===== config.mk =====
export PLATFORM = sky130hd
export DESIGN_NAME = event_builder_consistency_check_unit_flat
export DESIGN_NICKNAME = d
export VERILOG_FILES = /design/src/hdl/ebcc_pkg.sv /design/src/hdl/ebcc_ifs.sv /design/src/hdl/event_builder_consistency_check_unit.sv /design/src/hdl/ebcc_core.sv /design/src/hdl/ebcc_result_buf.sv /design/src/flat_wrapper.sv
export SDC_FILE = /design/constraint.sdc
export NUM_CORES = 1
export LEC_CHECK = 0
export BUFFER_PORTS_ARGS = -buffer_cell sky130_fd_sc_hd__buf_4
export CORE_ASPECT_RATIO = 1.4
export CORE_UTILIZATION = 50
export DETAILED_ROUTE_END_ITERATION = 10
export PLACE_DENSITY = 0.67
export RECOVER_POWER = 100
export SLEW_MARGIN = 20
export SYNTH_ARGS = -nofsm -noshare
export SYNTH_HDL_FRONTEND = slang
export SYNTH_SLANG_ARGS = --single-unit

===== constraint.sdc =====
create_clock -name clk -period 14.9 [get_ports clk]
set_input_delay 2.98 -clock clk [delete_from_list [all_inputs] [get_ports clk]]
set_output_delay 2.98 -clock clk [all_outputs]
set_load 0.02 [all_outputs]

===== src/hdl/ebcc_pkg.sv =====
`timescale 1ns / 1ps
`default_nettype none
// ----------------------------------------------------------------------------
// ebcc_pkg
// Types and constants shared by the event builder consistency check blocks.
// ----------------------------------------------------------------------------
package ebcc_pkg;

    localparam int MASK_W   = 32;
    localparam int SRC_W    = 5;
    localparam int HANDLE_W = 16;
    localparam int TYPE_W   = 16;
    localparam int NUM_W    = 32;
    localparam int STAMP_W  = 16;
    localparam int MODE_W   = 4;
    localparam int CFG_IDX_W = 1;
    localparam int MAX_RES  = 3;
    localparam int CNT_W    = 2;

    // configuration register indexes
    localparam logic [CFG_IDX_W-1:0] CFG_BUILD_MODE     = 1'b0;
    localparam logic [CFG_IDX_W-1:0] CFG_ACTIVE_SOURCES = 1'b1;

    // build mode bits
    localparam int MODE_MARKERS = 0;
    localparam int MODE_NUMBER  = 1;
    localparam int MODE_EXACT   = 2;
    localparam int MODE_NEAR    = 3;

    // request kinds
    localparam logic KIND_FRAME = 1'b0;
    localparam logic KIND_FLUSH = 1'b1;

    typedef enum logic [1:0] {
        RK_START  = 2'd0,
        RK_PASS   = 2'd1,
        RK_END    = 2'd2,
        RK_REJECT = 2'd3
    } rkind_t;

    typedef struct packed {
        logic                kind;
        logic [SRC_W-1:0]    source;
        logic [HANDLE_W-1:0] frame_handle;
        logic                end_of_event;
        logic [TYPE_W-1:0]   hdr_type;
        logic [NUM_W-1:0]    event_number;
        logic [STAMP_W-1:0]  stamp_high;
        logic [STAMP_W-1:0]  stamp_mid;
        logic [STAMP_W-1:0]  stamp_low;
    } frame_t;

    typedef struct packed {
        rkind_t              result_kind;
        logic [SRC_W-1:0]    out_source;
        logic [HANDLE_W-1:0] out_handle;
        logic                mismatch;
        logic                last;
    } result_t;

    typedef struct packed {
        logic [CNT_W-1:0]          count;
        result_t [MAX_RES-1:0]     items;
    } res_batch_t;

endpackage
`default_nettype wire


===== src/hdl/ebcc_ifs.sv =====
`timescale 1ns / 1ps
`default_nettype none
// ----------------------------------------------------------------------------
// ebcc interfaces
// Valid/ready channels for frame requests and result items.
// ----------------------------------------------------------------------------
interface ebcc_frame_if;
    logic            valid;
    logic            ready;
    ebcc_pkg::frame_t payload;

    modport source (output valid, output payload, input ready);
    modport sink   (input valid, input payload, output ready);
endinterface

interface ebcc_result_if;
    logic             valid;
    logic             ready;
    ebcc_pkg::result_t payload;

    modport source (output valid, output payload, input ready);
    modport sink   (input valid, input payload, output ready);
endinterface
`default_nettype wire


===== src/hdl/event_builder_consistency_check_unit.sv =====
`timescale 1ns / 1ps
`default_nettype none
// ----------------------------------------------------------------------------
// event_builder_consistency_check_unit
// Builds events from source frames and checks frame headers per event.
// ----------------------------------------------------------------------------
// frames: valid/ready request channel, one frame or flush request per item
// results: valid/ready channel, one result item per transfer, last flag
//   marks the final result of a request
// cfg_we/cfg_index/cfg_data: register writes, build_mode and active_sources
// a request is taken in the cycle it is offered when the result queue is
//   empty or holds one result that leaves in that cycle
// its first result shows on the next cycle; a request gives one to three
//   results (start marker, frame, end marker) leaving one per cycle while
//   the receiver is ready, so with a ready receiver plain frames go at one
//   request per cycle, and a request with markers holds off the next until
//   only its last result is left, set by the single output port of the queue
// a flush request gives no result; reset clears event state, registers and the result queue
// a stalled receiver holds the queued results and blocks new requests while
//   any result is waiting
// ----------------------------------------------------------------------------
module event_builder_consistency_check_unit #(
    parameter int NUM_SOURCES = 32
) (
    input  wire logic                               clk,
    input  wire logic                               rst_n,
    ebcc_frame_if.sink                              frames,
    ebcc_result_if.source                           results,
    input  wire logic                               cfg_we,
    input  wire logic [ebcc_pkg::CFG_IDX_W-1:0]     cfg_index,
    input  wire logic [ebcc_pkg::MASK_W-1:0]        cfg_data
);

    logic [ebcc_pkg::MODE_W-1:0] build_mode_reg;
    logic [ebcc_pkg::MASK_W-1:0] active_reg;
    logic                        can_take;
    logic                        accept;
    ebcc_pkg::res_batch_t        batch;

    assign frames.ready = can_take;
    assign accept       = frames.valid && can_take;

    always_ff @(posedge clk or negedge rst_n)
    begin
        if (!rst_n)
        begin
            build_mode_reg <= '0;
            active_reg     <= '0;
        end
        else if (cfg_we)
        begin
            unique case (cfg_index)
                ebcc_pkg::CFG_BUILD_MODE:
                    build_mode_reg <= cfg_data[ebcc_pkg::MODE_W-1:0];
                ebcc_pkg::CFG_ACTIVE_SOURCES:
                    active_reg <= cfg_data;
                default:
                    active_reg <= active_reg;
            endcase
        end
    end

    ebcc_core #(
        .NUM_SOURCES(NUM_SOURCES)
    ) u_core (
        .clk            (clk),
        .rst_n          (rst_n),
        .accept         (accept),
        .frame          (frames.payload),
        .build_mode     (build_mode_reg),
        .active_sources (active_reg),
        .batch          (batch)
    );

    ebcc_result_buf u_buf (
        .clk      (clk),
        .rst_n    (rst_n),
        .push     (accept),
        .batch    (batch),
        .can_take (can_take),
        .results  (results)
    );

endmodule
`default_nettype wire


===== src/hdl/ebcc_core.sv =====
`timescale 1ns / 1ps
`default_nettype none
// ----------------------------------------------------------------------------
// ebcc_core
// Event state, header check and result generation for one request.
// ----------------------------------------------------------------------------
module ebcc_core #(
    parameter int NUM_SOURCES = 32
) (
    input  wire logic                          clk,
    input  wire logic                          rst_n,
    input  wire logic                          accept,
    input  wire ebcc_pkg::frame_t              frame,
    input  wire logic [ebcc_pkg::MODE_W-1:0]   build_mode,
    input  wire logic [ebcc_pkg::MASK_W-1:0]   active_sources,
    output ebcc_pkg::res_batch_t               batch
);

    localparam logic [ebcc_pkg::MASK_W:0] ONE_WIDE = {{ebcc_pkg::MASK_W{1'b0}}, 1'b1};
    localparam logic [ebcc_pkg::MASK_W:0] MASK_WIDE = (ONE_WIDE << NUM_SOURCES) - ONE_WIDE;
    localparam logic [ebcc_pkg::MASK_W-1:0] SRC_MASK = MASK_WIDE[ebcc_pkg::MASK_W-1:0];

    logic [ebcc_pkg::MASK_W-1:0]   pending_reg, pending_next;
    logic                          started_reg, started_next;
    logic [ebcc_pkg::MASK_W-1:0]   seen_reg, seen_next;
    logic [ebcc_pkg::TYPE_W-1:0]   ref_type_reg;
    logic [ebcc_pkg::NUM_W-1:0]    ref_number_reg;
    logic [ebcc_pkg::STAMP_W-1:0]  ref_high_reg;
    logic [ebcc_pkg::STAMP_W-1:0]  ref_mid_reg;
    logic [ebcc_pkg::STAMP_W-1:0]  ref_low_reg;

    logic [ebcc_pkg::MASK_W-1:0]   pend_eff;
    logic [ebcc_pkg::MASK_W-1:0]   src_bit;
    logic [ebcc_pkg::MASK_W-1:0]   pend_after;
    logic [2*ebcc_pkg::STAMP_W-1:0] stamp_m, stamp_rm, stamp_inc, stamp_dec;
    logic                          is_flush, reject, do_check, is_ref;
    logic                          emit_start, emit_end;
    logic                          mis_num, mis_exact, mis_near, mis;

    function automatic ebcc_pkg::result_t make_res(
        ebcc_pkg::rkind_t                k,
        logic [ebcc_pkg::SRC_W-1:0]      s,
        logic [ebcc_pkg::HANDLE_W-1:0]   h,
        logic                            m,
        logic                            l
    );
        ebcc_pkg::result_t r;
        r.result_kind = k;
        r.out_source  = s;
        r.out_handle  = h;
        r.mismatch    = m;
        r.last        = l;
        return r;
    endfunction

    always_comb
    begin
        is_flush = (frame.kind == ebcc_pkg::KIND_FLUSH);
        pend_eff = (pending_reg == '0) ? (active_sources & SRC_MASK) : pending_reg;
        src_bit  = {{(ebcc_pkg::MASK_W-1){1'b0}}, 1'b1} << frame.source;
        reject   = !pend_eff[frame.source];
        do_check = (build_mode[ebcc_pkg::MODE_NEAR:ebcc_pkg::MODE_NUMBER] != '0)
                   && !seen_reg[frame.source];
        is_ref   = (seen_reg == '0);

        stamp_m   = {frame.stamp_mid, frame.stamp_low};
        stamp_rm  = {ref_mid_reg, ref_low_reg};
        stamp_inc = stamp_m + 32'd1;
        stamp_dec = stamp_m - 32'd1;

        mis_num   = build_mode[ebcc_pkg::MODE_NUMBER]
                    && (ref_type_reg != frame.hdr_type
                        || ref_number_reg != frame.event_number);
        mis_exact = build_mode[ebcc_pkg::MODE_EXACT]
                    && (ref_high_reg != frame.stamp_high || stamp_rm != stamp_m);
        mis_near  = build_mode[ebcc_pkg::MODE_NEAR]
                    && ((ref_high_reg != frame.stamp_high && stamp_m != '0
                         && stamp_m != '1)
                        || (stamp_rm != stamp_m && stamp_rm != stamp_inc
                            && stamp_rm != stamp_dec));
        mis = do_check && !is_ref && (mis_num || mis_exact || mis_near);

        emit_start = build_mode[ebcc_pkg::MODE_MARKERS] && !started_reg;
        pend_after = frame.end_of_event ? (pend_eff & ~src_bit) : pend_eff;
        emit_end   = build_mode[ebcc_pkg::MODE_MARKERS] && (pend_after == '0);
    end

    // result list
    always_comb
    begin
        batch.count = '0;
        batch.items = '0;
        if (is_flush)
        begin
            batch.count = '0;
        end
        else if (reject)
        begin
            batch.count    = 2'd1;
            batch.items[0] = make_res(ebcc_pkg::RK_REJECT, frame.source,
                                      frame.frame_handle, 1'b0, 1'b1);
        end
        else
        begin
            unique case ({emit_start, emit_end})
                2'b00:
                begin
                    batch.count    = 2'd1;
                    batch.items[0] = make_res(ebcc_pkg::RK_PASS, frame.source,
                                              frame.frame_handle, mis, 1'b1);
                end
                2'b10:
                begin
                    batch.count    = 2'd2;
                    batch.items[0] = make_res(ebcc_pkg::RK_START, '0, '0, 1'b0, 1'b0);
                    batch.items[1] = make_res(ebcc_pkg::RK_PASS, frame.source,
                                              frame.frame_handle, mis, 1'b1);
                end
                2'b01:
                begin
                    batch.count    = 2'd2;
                    batch.items[0] = make_res(ebcc_pkg::RK_PASS, frame.source,
                                              frame.frame_handle, mis, 1'b0);
                    batch.items[1] = make_res(ebcc_pkg::RK_END, '0, '0, 1'b0, 1'b1);
                end
                default:
                begin
                    batch.count    = 2'd3;
                    batch.items[0] = make_res(ebcc_pkg::RK_START, '0, '0, 1'b0, 1'b0);
                    batch.items[1] = make_res(ebcc_pkg::RK_PASS, frame.source,
                                              frame.frame_handle, mis, 1'b0);
                    batch.items[2] = make_res(ebcc_pkg::RK_END, '0, '0, 1'b0, 1'b1);
                end
            endcase
        end
    end

    // next event state
    always_comb
    begin
        pending_next = pending_reg;
        started_next = started_reg;
        seen_next    = seen_reg;
        if (accept)
        begin
            if (is_flush)
            begin
                pending_next = '0;
                started_next = 1'b0;
                seen_next    = '0;
            end
            else if (reject)
            begin
                pending_next = pend_eff;
            end
            else
            begin
                pending_next = pend_after;
                if (emit_end)
                begin
                    started_next = 1'b0;
                    seen_next    = '0;
                end
                else
                begin
                    started_next = started_reg | emit_start;
                    seen_next    = do_check ? (seen_reg | src_bit) : seen_reg;
                end
            end
        end
    end

    always_ff @(posedge clk or negedge rst_n)
    begin
        if (!rst_n)
        begin
            pending_reg <= '0;
            started_reg <= 1'b0;
            seen_reg    <= '0;
        end
        else
        begin
            pending_reg <= pending_next;
            started_reg <= started_next;
            seen_reg    <= seen_next;
        end
    end

    // reference header, taken from the first checked frame of an event
    always_ff @(posedge clk)
    begin
        if (accept && !is_flush && !reject && do_check && is_ref)
        begin
            ref_type_reg   <= frame.hdr_type;
            ref_number_reg <= frame.event_number;
            ref_high_reg   <= frame.stamp_high;
            ref_mid_reg    <= frame.stamp_mid;
            ref_low_reg    <= frame.stamp_low;
        end
    end

    a_pending_in_range: assert property (@(posedge clk) disable iff (!rst_n)
        (pending_reg & ~SRC_MASK) == '0)
        else $error("pending mask holds a source beyond the configured count");

    a_flush_clears: assert property (@(posedge clk) disable iff (!rst_n)
        accept && is_flush |=> pending_reg == '0 && !started_reg && seen_reg == '0)
        else $error("flush did not clear the event state");

    a_reject_keeps: assert property (@(posedge clk) disable iff (!rst_n)
        accept && !is_flush && reject
        |=> seen_reg == $past(seen_reg) && started_reg == $past(started_reg))
        else $error("rejected frame changed the event state");

endmodule
`default_nettype wire


===== src/hdl/ebcc_result_buf.sv =====
`timescale 1ns / 1ps
`default_nettype none
// ----------------------------------------------------------------------------
// ebcc_result_buf
// Holds the results of one request and hands them out one per cycle while the receiver is ready.
// ----------------------------------------------------------------------------
module ebcc_result_buf (
    input  wire logic                 clk,
    input  wire logic                 rst_n,
    input  wire logic                 push,
    input  wire ebcc_pkg::res_batch_t batch,
    output logic                      can_take,
    ebcc_result_if.source             results
);

    ebcc_pkg::result_t [ebcc_pkg::MAX_RES-1:0] slot_reg, slot_next;
    logic [ebcc_pkg::CNT_W-1:0]               cnt_reg, cnt_next;
    logic                                     pop;

    assign pop      = (cnt_reg != '0) && results.ready;
    assign can_take = (cnt_reg == '0) || (cnt_reg == 2'd1 && results.ready);

    assign results.valid   = (cnt_reg != '0);
    assign results.payload = slot_reg[0];

    always_comb
    begin
        slot_next = slot_reg;
        cnt_next  = cnt_reg;
        if (pop)
        begin
            slot_next[0] = slot_reg[1];
            slot_next[1] = slot_reg[2];
            cnt_next     = cnt_reg - 2'd1;
        end
        if (push)
        begin
            slot_next = batch.items;
            cnt_next  = batch.count;
        end
    end

    always_ff @(posedge clk or negedge rst_n)
    begin
        if (!rst_n)
        begin
            cnt_reg <= '0;
        end
        else
        begin
            cnt_reg <= cnt_next;
        end
    end

    always_ff @(posedge clk)
    begin
        slot_reg <= slot_next;
    end

    a_push_when_free: assert property (@(posedge clk) disable iff (!rst_n)
        push |-> (cnt_reg == '0 || (cnt_reg == 2'd1 && results.ready)))
        else $error("request taken while results still queued");

    a_last_closes: assert property (@(posedge clk) disable iff (!rst_n)
        (cnt_reg != '0 && !slot_reg[0].last) |-> cnt_reg >= 2'd2)
        else $error("result without last flag has no follower");

    a_last_is_final: assert property (@(posedge clk) disable iff (!rst_n)
        (cnt_reg == 2'd1) |-> slot_reg[0].last)
        else $error("final queued result lacks last flag");

endmodule
`default_nettype wire


===== src/flat_wrapper.sv =====
// flat-port wrapper written by rule: the top's interface ports become plain ports
module event_builder_consistency_check_unit_flat 
#(
    parameter int NUM_SOURCES = 32
)
  (clk, rst_n, cfg_we, cfg_index, cfg_data, frames_valid, frames_payload, frames_ready, results_valid, results_payload, results_ready);
  ebcc_frame_if frames_i ();
  ebcc_result_if results_i ();
  input  wire logic clk;
  input  wire logic rst_n;
  input  wire logic cfg_we;
  input  wire logic [ebcc_pkg::CFG_IDX_W-1:0] cfg_index;
  input  wire logic [ebcc_pkg::MASK_W-1:0] cfg_data;
  input wire logic [$bits(frames_i.valid)-1:0] frames_valid;
  input wire logic [$bits(frames_i.payload)-1:0] frames_payload;
  output wire logic [$bits(frames_i.ready)-1:0] frames_ready;
  output wire logic [$bits(results_i.valid)-1:0] results_valid;
  output wire logic [$bits(results_i.payload)-1:0] results_payload;
  input wire logic [$bits(results_i.ready)-1:0] results_ready;
  assign frames_i.valid = frames_valid;
  assign frames_i.payload = frames_payload;
  assign frames_ready = frames_i.ready;
  assign results_valid = results_i.valid;
  assign results_payload = results_i.payload;
  assign results_i.ready = results_ready;
  event_builder_consistency_check_unit #(.NUM_SOURCES(NUM_SOURCES)) u_core (.clk(clk), .rst_n(rst_n), .frames(frames_i), .results(results_i), .cfg_we(cfg_we), .cfg_index(cfg_index), .cfg_data(cfg_data));
endmodule

==> run_summary.xml, run 1 <==
<?xml version="1.0" encoding="UTF-8"?>
<metrics>
  <group name="layout">
    <metric name="post_route_cells_drive_above_1_share" unit="">0.141</metric>
    <metric name="insertedDiodeCount" unit="">0</metric>
    <metric name="num-nets-final" unit="">1602</metric>
    <metric name="area_occupied_by_multi_input_gates" unit="um2">6570</metric>
    <metric name="finish.instance_area" unit="um2">16100</metric>
    <metric name="flow.area_growth_from_synthesis" unit="%">11.9</metric>
    <metric name="final-seq-area" unit="um2">6990</metric>
    <metric name="final_core_utilization" unit="">0.568</metric>
    <metric name="final.fill_count" unit="">2579</metric>
  </group>
  <group name="sta">
    <metric name="fmax" unit="GHz">0.112</metric>
    <metric name="setup_tns" unit="ns">0</metric>
    <metric name="hold-worst-slack" unit="ns">0.517</metric>
    <metric name="grt_setup_unrepaired" unit="">no</metric>
    <metric name="clock-skew-final" unit="ns">0.0111</metric>
    <metric name="timing.final.crit_share" unit="">0.599</metric>
    <metric name="timing.final.max_slew_violations" unit="">308</metric>
    <metric name="setup_viol" unit="">0</metric>
    <metric name="worst_slew_pin_slew" unit="ns">3.10</metric>
    <metric name="worst_slew_margin_rel" unit="">-1.07</metric>
    <metric name="post-route-min-period" unit="ns">8.93</metric>
    <metric name="final-hold-violation-count" unit="">0</metric>
  </group>
  <group name="logic_synthesis">
    <metric name="ys_seq_elements" unit="">250</metric>
    <metric name="netlist_instances" unit="">1315</metric>
    <metric name="synth_top_cell_area_share" unit="">0.307</metric>
    <metric name="post_synth_num_cell_types" unit="">88</metric>
    <metric name="synth_largest_area_cell" unit="">edfxtp_1</metric>
    <metric name="synth_top_family_by_area" unit="">simple AND/OR/NAND/NOR gates</metric>
    <metric name="async_flop_share" unit="">0.412</metric>
    <metric name="synth-edff-count" unit="">147</metric>
    <metric name="syn-mean-instance-area" unit="um2">10.9</metric>
    <metric name="synthXorXnorAreaFrac" unit="">0.0749</metric>
    <metric name="post_synth_main_area_contributors" unit="">edfxtp_1 (31%), dfrtp_1 (18%), xor2_1 (5.5%)</metric>
    <metric name="synth_warnings" unit="">0</metric>
    <metric name="post_syn_area" unit="um2">14400</metric>
    <metric name="post_synth_and_or_nand_nor_area_fraction" unit="">0.163</metric>
    <metric name="ys_seq_area_frac" unit="">0.486</metric>
    <metric name="synthFlopType" unit="">edfxtp_1</metric>
    <metric name="yosysMostFrequentCell" unit="">edfxtp_1</metric>
    <metric name="synthAdderAreaFrac" unit="">0.00696</metric>
    <metric name="synth.net_count" unit="">1480</metric>
    <metric name="synth.cells.most_frequent" unit="">edfxtp_1 (147), dfrtp_1 (103), nor2_1 (94)</metric>
    <metric name="synth_compound_gate_area_share" unit="">0.155</metric>
    <metric name="yosys-mux-area-fraction" unit="">0.0587</metric>
  </group>
  <group name="floorplanning">
    <metric name="die-area" unit="um2">29400</metric>
    <metric name="num_rows" unit="">73</metric>
    <metric name="die_y" unit="um">203</metric>
    <metric name="boundary_pin_count" unit="">184</metric>
    <metric name="die_width" unit="um">145</metric>
    <metric name="start_util" unit="">0.508</metric>
    <metric name="core_area" unit="um2">28300</metric>
  </group>
  <group name="run_status">
    <metric name="run_status" unit="">finished, violations left</metric>
    <metric name="failing_checks" unit="">capacitance limit, slew limit</metric>
  </group>
  <group name="critical_path">
    <metric name="crit_chain" unit="">clkbuf_1 -&gt; nand2b_1 -&gt; o311ai_0 -&gt; a31oi_1 -&gt; o311ai_0 -&gt; o221ai_1 -&gt; a211oi_1 -&gt; nand2b_1 -&gt; nor3_1 -&gt; clkbuf_1 -&gt; buf_4</metric>
    <metric name="r2r_setup_slack" unit="ns">8.98</metric>
    <metric name="critical_path_required" unit="ns">15.06</metric>
    <metric name="timing.critical_path.to_type" unit="">flip-flop</metric>
    <metric name="critical_path_peak_fanout" unit="">79</metric>
    <metric name="timing.rr.end" unit="">u_core.u_core.ref_number_reg[26]</metric>
    <metric name="worstReg2RegStart" unit="">u_core.u_core.pending_reg[12]</metric>
    <metric name="worst_path_arrival_time" unit="ns">9.09</metric>
    <metric name="critical_path_slowest_stage_cell" unit="">clkbuf_1</metric>
    <metric name="cp_slowest_stage_delay" unit="ns">1.58</metric>
    <metric name="worst-r2r-cell-count" unit="">10</metric>
    <metric name="worst-setup-path-type" unit="">in -&gt; reg</metric>
    <metric name="worst_setup_path_start_kind" unit="">primary input</metric>
  </group>
  <group name="routing">
    <metric name="route.detailed.vias_per_inst" unit="">6.27</metric>
    <metric name="ant_nets" unit="">0</metric>
    <metric name="first_iter_violations" unit="">818</metric>
    <metric name="routedWlPerCell" unit="um">23.0</metric>
    <metric name="via_total_after_detailed_routing" unit="">11500</metric>
    <metric name="drc" unit="">0</metric>
    <metric name="routed_wl" unit="um">42100</metric>
    <metric name="drt_first_pass_iters" unit="">7</metric>
  </group>
  <group name="hold_path">
    <metric name="hold-path-endpoint" unit="">u_core.active_reg[26]</metric>
    <metric name="hold_path_class" unit="">reg -&gt; reg</metric>
    <metric name="hold_path_depth" unit="">1</metric>
    <metric name="hold_path_startpoint" unit="">u_core.active_reg[26]</metric>
  </group>
  <group name="power">
    <metric name="vdd_drop_max" unit="uV">108</metric>
    <metric name="leakagePower" unit="nW">5.99</metric>
    <metric name="internal_power" unit="mW">1.52</metric>
    <metric name="clk_pwr_share" unit="">0.291</metric>
    <metric name="p_comb_frac" unit="">0.292</metric>
    <metric name="finalPower" unit="mW">2.36</metric>
    <metric name="reg_power_frac" unit="">0.417</metric>
    <metric name="power_density" unit="nW/um2">146</metric>
    <metric name="power.share.switching" unit="">0.357</metric>
    <metric name="net-switching-power" unit="mW">0.840</metric>
  </group>
  <group name="clock_network">
    <metric name="setup_fix_bufs_post_cts" unit="">0</metric>
    <metric name="cts.reportedPaths.clkPinSlew" unit="ns">0.06</metric>
    <metric name="htree_num_levels" unit="">1</metric>
    <metric name="clk_root_buf" unit="">clkbuf_16</metric>
    <metric name="ctsLongestPathBuffers" unit="">3</metric>
    <metric name="cts.sink_count" unit="">250</metric>
    <metric name="ctsResizeCount" unit="">0</metric>
    <metric name="clk-insertion-delay-late" unit="ns">0.56</metric>
    <metric name="cts_buf_count" unit="">27</metric>
    <metric name="cts_hold_buffers" unit="">0</metric>
    <metric name="tritoncts" unit="">yes</metric>
  </group>
  <group name="place">
    <metric name="gp_congestion" unit="">1.01</metric>
    <metric name="place_hpwl" unit="um">30300</metric>
    <metric name="post_dp_cell_area" unit="um2">15700</metric>
    <metric name="placement.io_buffers" unit="">183</metric>
  </group>
  <group name="global_routing">
    <metric name="globalRouteOverflowTotal" unit="">0</metric>
    <metric name="grt.total_usage" unit="">0.289</metric>
    <metric name="antenna_found_initial" unit="">0</metric>
    <metric name="grt_first_pass_wirelength" unit="um">66300</metric>
    <metric name="grt_start_max_net_pins" unit="">80</metric>
    <metric name="via_count_of_the_first_global_routing_pass" unit="">11600</metric>
  </group>
  <group name="flow_run">
    <metric name="cap_violations" unit="">9</metric>
  </group>
</metrics>
==> area by class of cell <==
type / instances / share of cell area
Sequential cell: 250 / 0.434
Multi-Input combinational cell: 914 / 0.408
Timing Repair Buffer: 194 / 0.0604
Clock buffer: 39 / 0.0481
Tap cell: 375 / 0.0291
Inverter: 50 / 0.0117
Clock inverter: 11 / 0.00839
==> power by group through the flow <==
stage / combinational (mW) / sequential, mW / clock [mW]
after floorplan: 0.516 / 0.941 / 0
after global placement: 0.712 / 0.989 / 0
after detailed placement: 0.716 / 0.990 / 0
after CTS: 0.719 / 0.977 / 0.701
after global routing: 0.743 / 0.994 / 0.729
final: 0.687 / 0.983 / 0.686
==> metrics by stage <==
stage / instances / setup WS (ns)
after floorplan: 1315 / 3.06
after global placement: 1783 / 7.97
after detailed placement: 1783 / 7.94
after CTS: 1833 / 8.48
after global routing: 1833 / 5.39
final: 1833 / 5.97
==> metal layers <==
layer / part of all wire / track usage
met5: 0 / 0
met4: 0.048 / 0.145
met3: 0.062 / 0.0436
met2: 0.50 / 0.504
met1: 0.38 / 0.346
==> cell usage in the layout, fill, tap and decap left out, drive strengths merged, types with 15 or more instances in the layout <==
master	n
dfrtp	103
inv	51
xor2	91
nand2	48
nor4	61
nor3	48
o22ai	20
edfxtp	147
a22o	55
o21ai	33
or2	20
xnor2	32
buf	59
nand3	20
a21oi	75
mux2	45
o32ai	15
clkbuf	174
nor2	97
nand4	32
a211oi	17
==> worst max-delay path, delay by kind of cell <==
family	cells	cell delay, ns
buf+inv	3	2.62
compound gates	5	2.13
simple gates	3	1.24
==> worst max-delay path by stage <==
stage                        start                          endpoint  slack [ns]  depth (start not counted)
6_report       frames_payload[113]  u_core.u_core.ref_number_reg[26]        5.97                         11
5_1_grt        frames_payload[113]     u_core.u_core.ref_high_reg[1]        5.39                         11
4_1_cts              results_ready                      frames_ready        8.48                          4
3_5_place_dp   frames_payload[113]     u_core.u_core.ref_high_reg[8]        7.94                         11
3_3_place_gp   frames_payload[113]  u_core.u_core.ref_number_reg[13]        7.97                          9
2_1_floorplan  frames_payload[114]     u_core.u_core.ref_high_reg[0]        3.06                         10
==> kinds of logic after synthesis <==
group / after synthesis
simple gates: 405
fa+ha+maj: 8
mux: 65
buf+inv: 151
compound gates: 313
flops: 250
xor+xnor: 123
Power figures use the tool's default switching activity.
==> run 2: changes to the inputs <==
Settings changed: PLACE_DENSITY 0.67 to 0.7.
Clock period 14.9 ns to 7.81 ns, I/O delays scaled along.
==> run 2 against run 1 <==
The run still ends with capacitance limit, slew limit left. Power rose by 89%. Cell count fell by 0.33%. Hold slack improved by 0.017 ns. Die area did not move. Wire length fell by 1.5%. Non-clock buffer count fell by 4. Final area fell by 0.12%. Register-to-register slack got worse by 6.9 ns. Count of clock-buffer cells in the layout fell by 11. Largest cell class unchanged.
==> run_summary.xml, run 2 (synthesis gave the netlist of run 1 again) <==
<?xml version="1.0" encoding="UTF-8"?>
<metrics>
  <group name="sta">
    <metric name="fmax" unit="GHz">0.173</metric>
    <metric name="grt_setup_unrepaired" unit="">no</metric>
    <metric name="final-hold-violation-count" unit="">0</metric>
    <metric name="timing.final.crit_share" unit="">0.740</metric>
    <metric name="timing.final.max_slew_violations" unit="">199</metric>
    <metric name="setup_viol" unit="">0</metric>
    <metric name="post-route-min-period" unit="ns">5.78</metric>
    <metric name="worst_slew_margin_rel" unit="">-0.787</metric>
    <metric name="setup_slack" unit="ns">2.03</metric>
    <metric name="setup_tns" unit="ns">0</metric>
    <metric name="worst_slew_pin_slew" unit="ns">2.68</metric>
    <metric name="clock-skew-final" unit="ns">0.0207</metric>
  </group>
  <group name="routing">
    <metric name="met3_routed_wl" unit="um">2640</metric>
    <metric name="via_total_after_detailed_routing" unit="">11500</metric>
    <metric name="top_layer" unit="">met4</metric>
    <metric name="routedWlPerCell" unit="um">22.7</metric>
    <metric name="met2WireLength" unit="um">20900</metric>
    <metric name="first_iter_violations" unit="">979</metric>
    <metric name="route.detailed.vias_per_inst" unit="">6.30</metric>
    <metric name="ant_nets" unit="">0</metric>
    <metric name="detail_route.wirelength.met1" unit="um">16000</metric>
    <metric name="routed_wl" unit="um">41500</metric>
    <metric name="drt_first_pass_iters" unit="">5</metric>
    <metric name="drc" unit="">0</metric>
  </group>
  <group name="floorplanning">
    <metric name="die-area" unit="um2">29400</metric>
    <metric name="start_util" unit="">0.508</metric>
    <metric name="core_area" unit="um2">28300</metric>
    <metric name="die_width" unit="um">145</metric>
    <metric name="boundary_pin_count" unit="">184</metric>
    <metric name="num_rows" unit="">73</metric>
    <metric name="die_y" unit="um">203</metric>
  </group>
  <group name="global_routing">
    <metric name="grt_first_pass_wirelength" unit="um">64500</metric>
    <metric name="via_count_of_the_first_global_routing_pass" unit="">11300</metric>
    <metric name="grt_start_max_net_pins" unit="">97</metric>
    <metric name="antenna_found_initial" unit="">0</metric>
    <metric name="globalRouteOverflowTotal" unit="">0</metric>
    <metric name="grt.total_usage" unit="">0.281</metric>
  </group>
  <group name="power">
    <metric name="clk_pwr_share" unit="">0.291</metric>
    <metric name="power_density" unit="nW/um2">277</metric>
    <metric name="vdd_drop_max" unit="uV">173</metric>
    <metric name="leakagePower" unit="nW">5.98</metric>
    <metric name="power.share.switching" unit="">0.356</metric>
    <metric name="internal_power" unit="mW">2.86</metric>
    <metric name="p_comb_frac" unit="">0.287</metric>
    <metric name="reg_power_frac" unit="">0.422</metric>
    <metric name="net-switching-power" unit="mW">1.59</metric>
  </group>
  <group name="clock_network">
    <metric name="ctsResizeCount" unit="">0</metric>
    <metric name="setup_fix_bufs_post_cts" unit="">0</metric>
    <metric name="tritoncts" unit="">yes</metric>
    <metric name="cts.sink_count" unit="">250</metric>
    <metric name="cts_hold_buffers" unit="">0</metric>
    <metric name="clk_root_buf" unit="">clkbuf_16</metric>
    <metric name="cts_buf_count" unit="">26</metric>
    <metric name="ctsLongestPathBuffers" unit="">3</metric>
    <metric name="cts.reportedPaths.clkPinSlew" unit="ns">0.06</metric>
    <metric name="htree_num_levels" unit="">1</metric>
    <metric name="clk-insertion-delay-late" unit="ns">0.55</metric>
  </group>
  <group name="layout">
    <metric name="insertedDiodeCount" unit="">0</metric>
    <metric name="leading_cell_type_in_the_layout_fill_and_taps_excluded" unit="">edfxtp_1</metric>
    <metric name="final.fill_count" unit="">2572</metric>
    <metric name="layout.cells.non_filler" unit="">1827</metric>
    <metric name="post_route_cells_drive_above_1_share" unit="">0.143</metric>
    <metric name="flow.area_growth_from_synthesis" unit="%">11.8</metric>
    <metric name="layout.cells.most_common_list" unit="">edfxtp_1 (147), clkbuf_1 (125), dfrtp_1 (103)</metric>
    <metric name="num-nets-final" unit="">1597</metric>
    <metric name="final_core_utilization" unit="">0.568</metric>
  </group>
  <group name="critical_path">
    <metric name="worstReg2RegStart" unit="">u_core.u_core.pending_reg[8]</metric>
    <metric name="critical_path_peak_fanout" unit="">17</metric>
    <metric name="worst_setup_path_start_kind" unit="">flip-flop</metric>
    <metric name="worst_path_arrival_time" unit="ns">6.20</metric>
    <metric name="critical_path_required" unit="ns">8.23</metric>
    <metric name="worst-setup-path-type" unit="">reg -&gt; reg</metric>
    <metric name="startpoint" unit="">u_core.u_core.pending_reg[8]</metric>
    <metric name="timing.critical_path.to_type" unit="">flip-flop</metric>
  </group>
  <group name="run_status">
    <metric name="failing_checks" unit="">capacitance limit, slew limit</metric>
    <metric name="run_status" unit="">finished, violations left</metric>
  </group>
  <group name="hold_path">
    <metric name="hold_path_startpoint" unit="">u_core.active_reg[26]</metric>
    <metric name="hold_path_class" unit="">reg -&gt; reg</metric>
  </group>
  <group name="place">
    <metric name="pre_cts_ws" unit="ns">2.35</metric>
    <metric name="placement.io_buffers" unit="">183</metric>
    <metric name="place_hpwl" unit="um">30100</metric>
    <metric name="gp_congestion" unit="">0.955</metric>
    <metric name="post-place-cells" unit="">1779</metric>
  </group>
  <group name="flow_run">
    <metric name="cap_violations" unit="">6</metric>
  </group>
</metrics>
-- run 2: changes by cell type in the layout (fill, tap and decap cells not counted), sizes merged --
| cell | previous run | this run |
|---|---|---|
| buf | 59 | 60 |
| bufinv | 3 | 4 |
| clkbuf | 174 | 158 |
| clkinv | 5 | 14 |
| clkinvlp | 2 | 1 |
-- run 2: path summary, 6_finish.rpt --
kind,end,depth (start not counted),slack (ns)
setup / recovery,u_core.u_core.pending_reg[26],9,2.03
hold / removal,u_core.active_reg[26],1,0.53
setup reg to reg,u_core.u_core.pending_reg[26],9,2.03
hold reg to reg,u_core.active_reg[26],1,0.53
max in group asynchronous,u_core.u_core.started_reg,2,4.49
min in group asynchronous,u_core.active_reg[15],1,1.56
-- run 2: critical path, cell delays in order (launching register included) --
cell      delay, ns
dfrtp_1        0.50
nor4_1         0.64
nand4_1        0.87
nor2_1         0.97
a22oi_1        0.20
o41ai_1        0.35
a211oi_1       0.41
nor2_1         1.18
nand2_1        0.20
a32o_1         0.32
-- run 2: metal layers --
layer,global-route usage,up-vias
li1,-,5246
met3,0.0456,129
met5,0,-
met1,0.336,5651
met4,0.132,0
met2,0.494,488
-- run 2: per-stage QoR --
step	power, mW	hold slack (ns)	area (um2)
after floorplan	2.78	0.479	14400
after global placement	3.22	0.495	15700
after detailed placement	3.24	0.521	15700
after CTS	4.54	0.535	16600
after global routing	4.65	0.558	16100
final	4.45	0.534	16100
-- run 2: final cells by class --
cell class                      instances  area [um2]  share of cell area
Clock buffer                           28         679              0.0423
Inverter                               50         188              0.0117
Tap cell                              375         469              0.0292
Timing Repair Buffer                  190         973              0.0605
Sequential cell                       250        6990               0.435
Multi-Input combinational cell        914        6560               0.408
Clock inverter                         20         219              0.0136
-- run 2: power groups by stage --
| stage | Clock (mW) | Combinational [mW] | Sequential, mW |
|---|---|---|---|
| after floorplan | 0 | 0.986 | 1.79 |
| after global placement | 0 | 1.33 | 1.89 |
| after detailed placement | 0 | 1.35 | 1.89 |
| after CTS | 1.32 | 1.35 | 1.87 |
| after global routing | 1.37 | 1.38 | 1.90 |
| final | 1.29 | 1.28 | 1.88 |
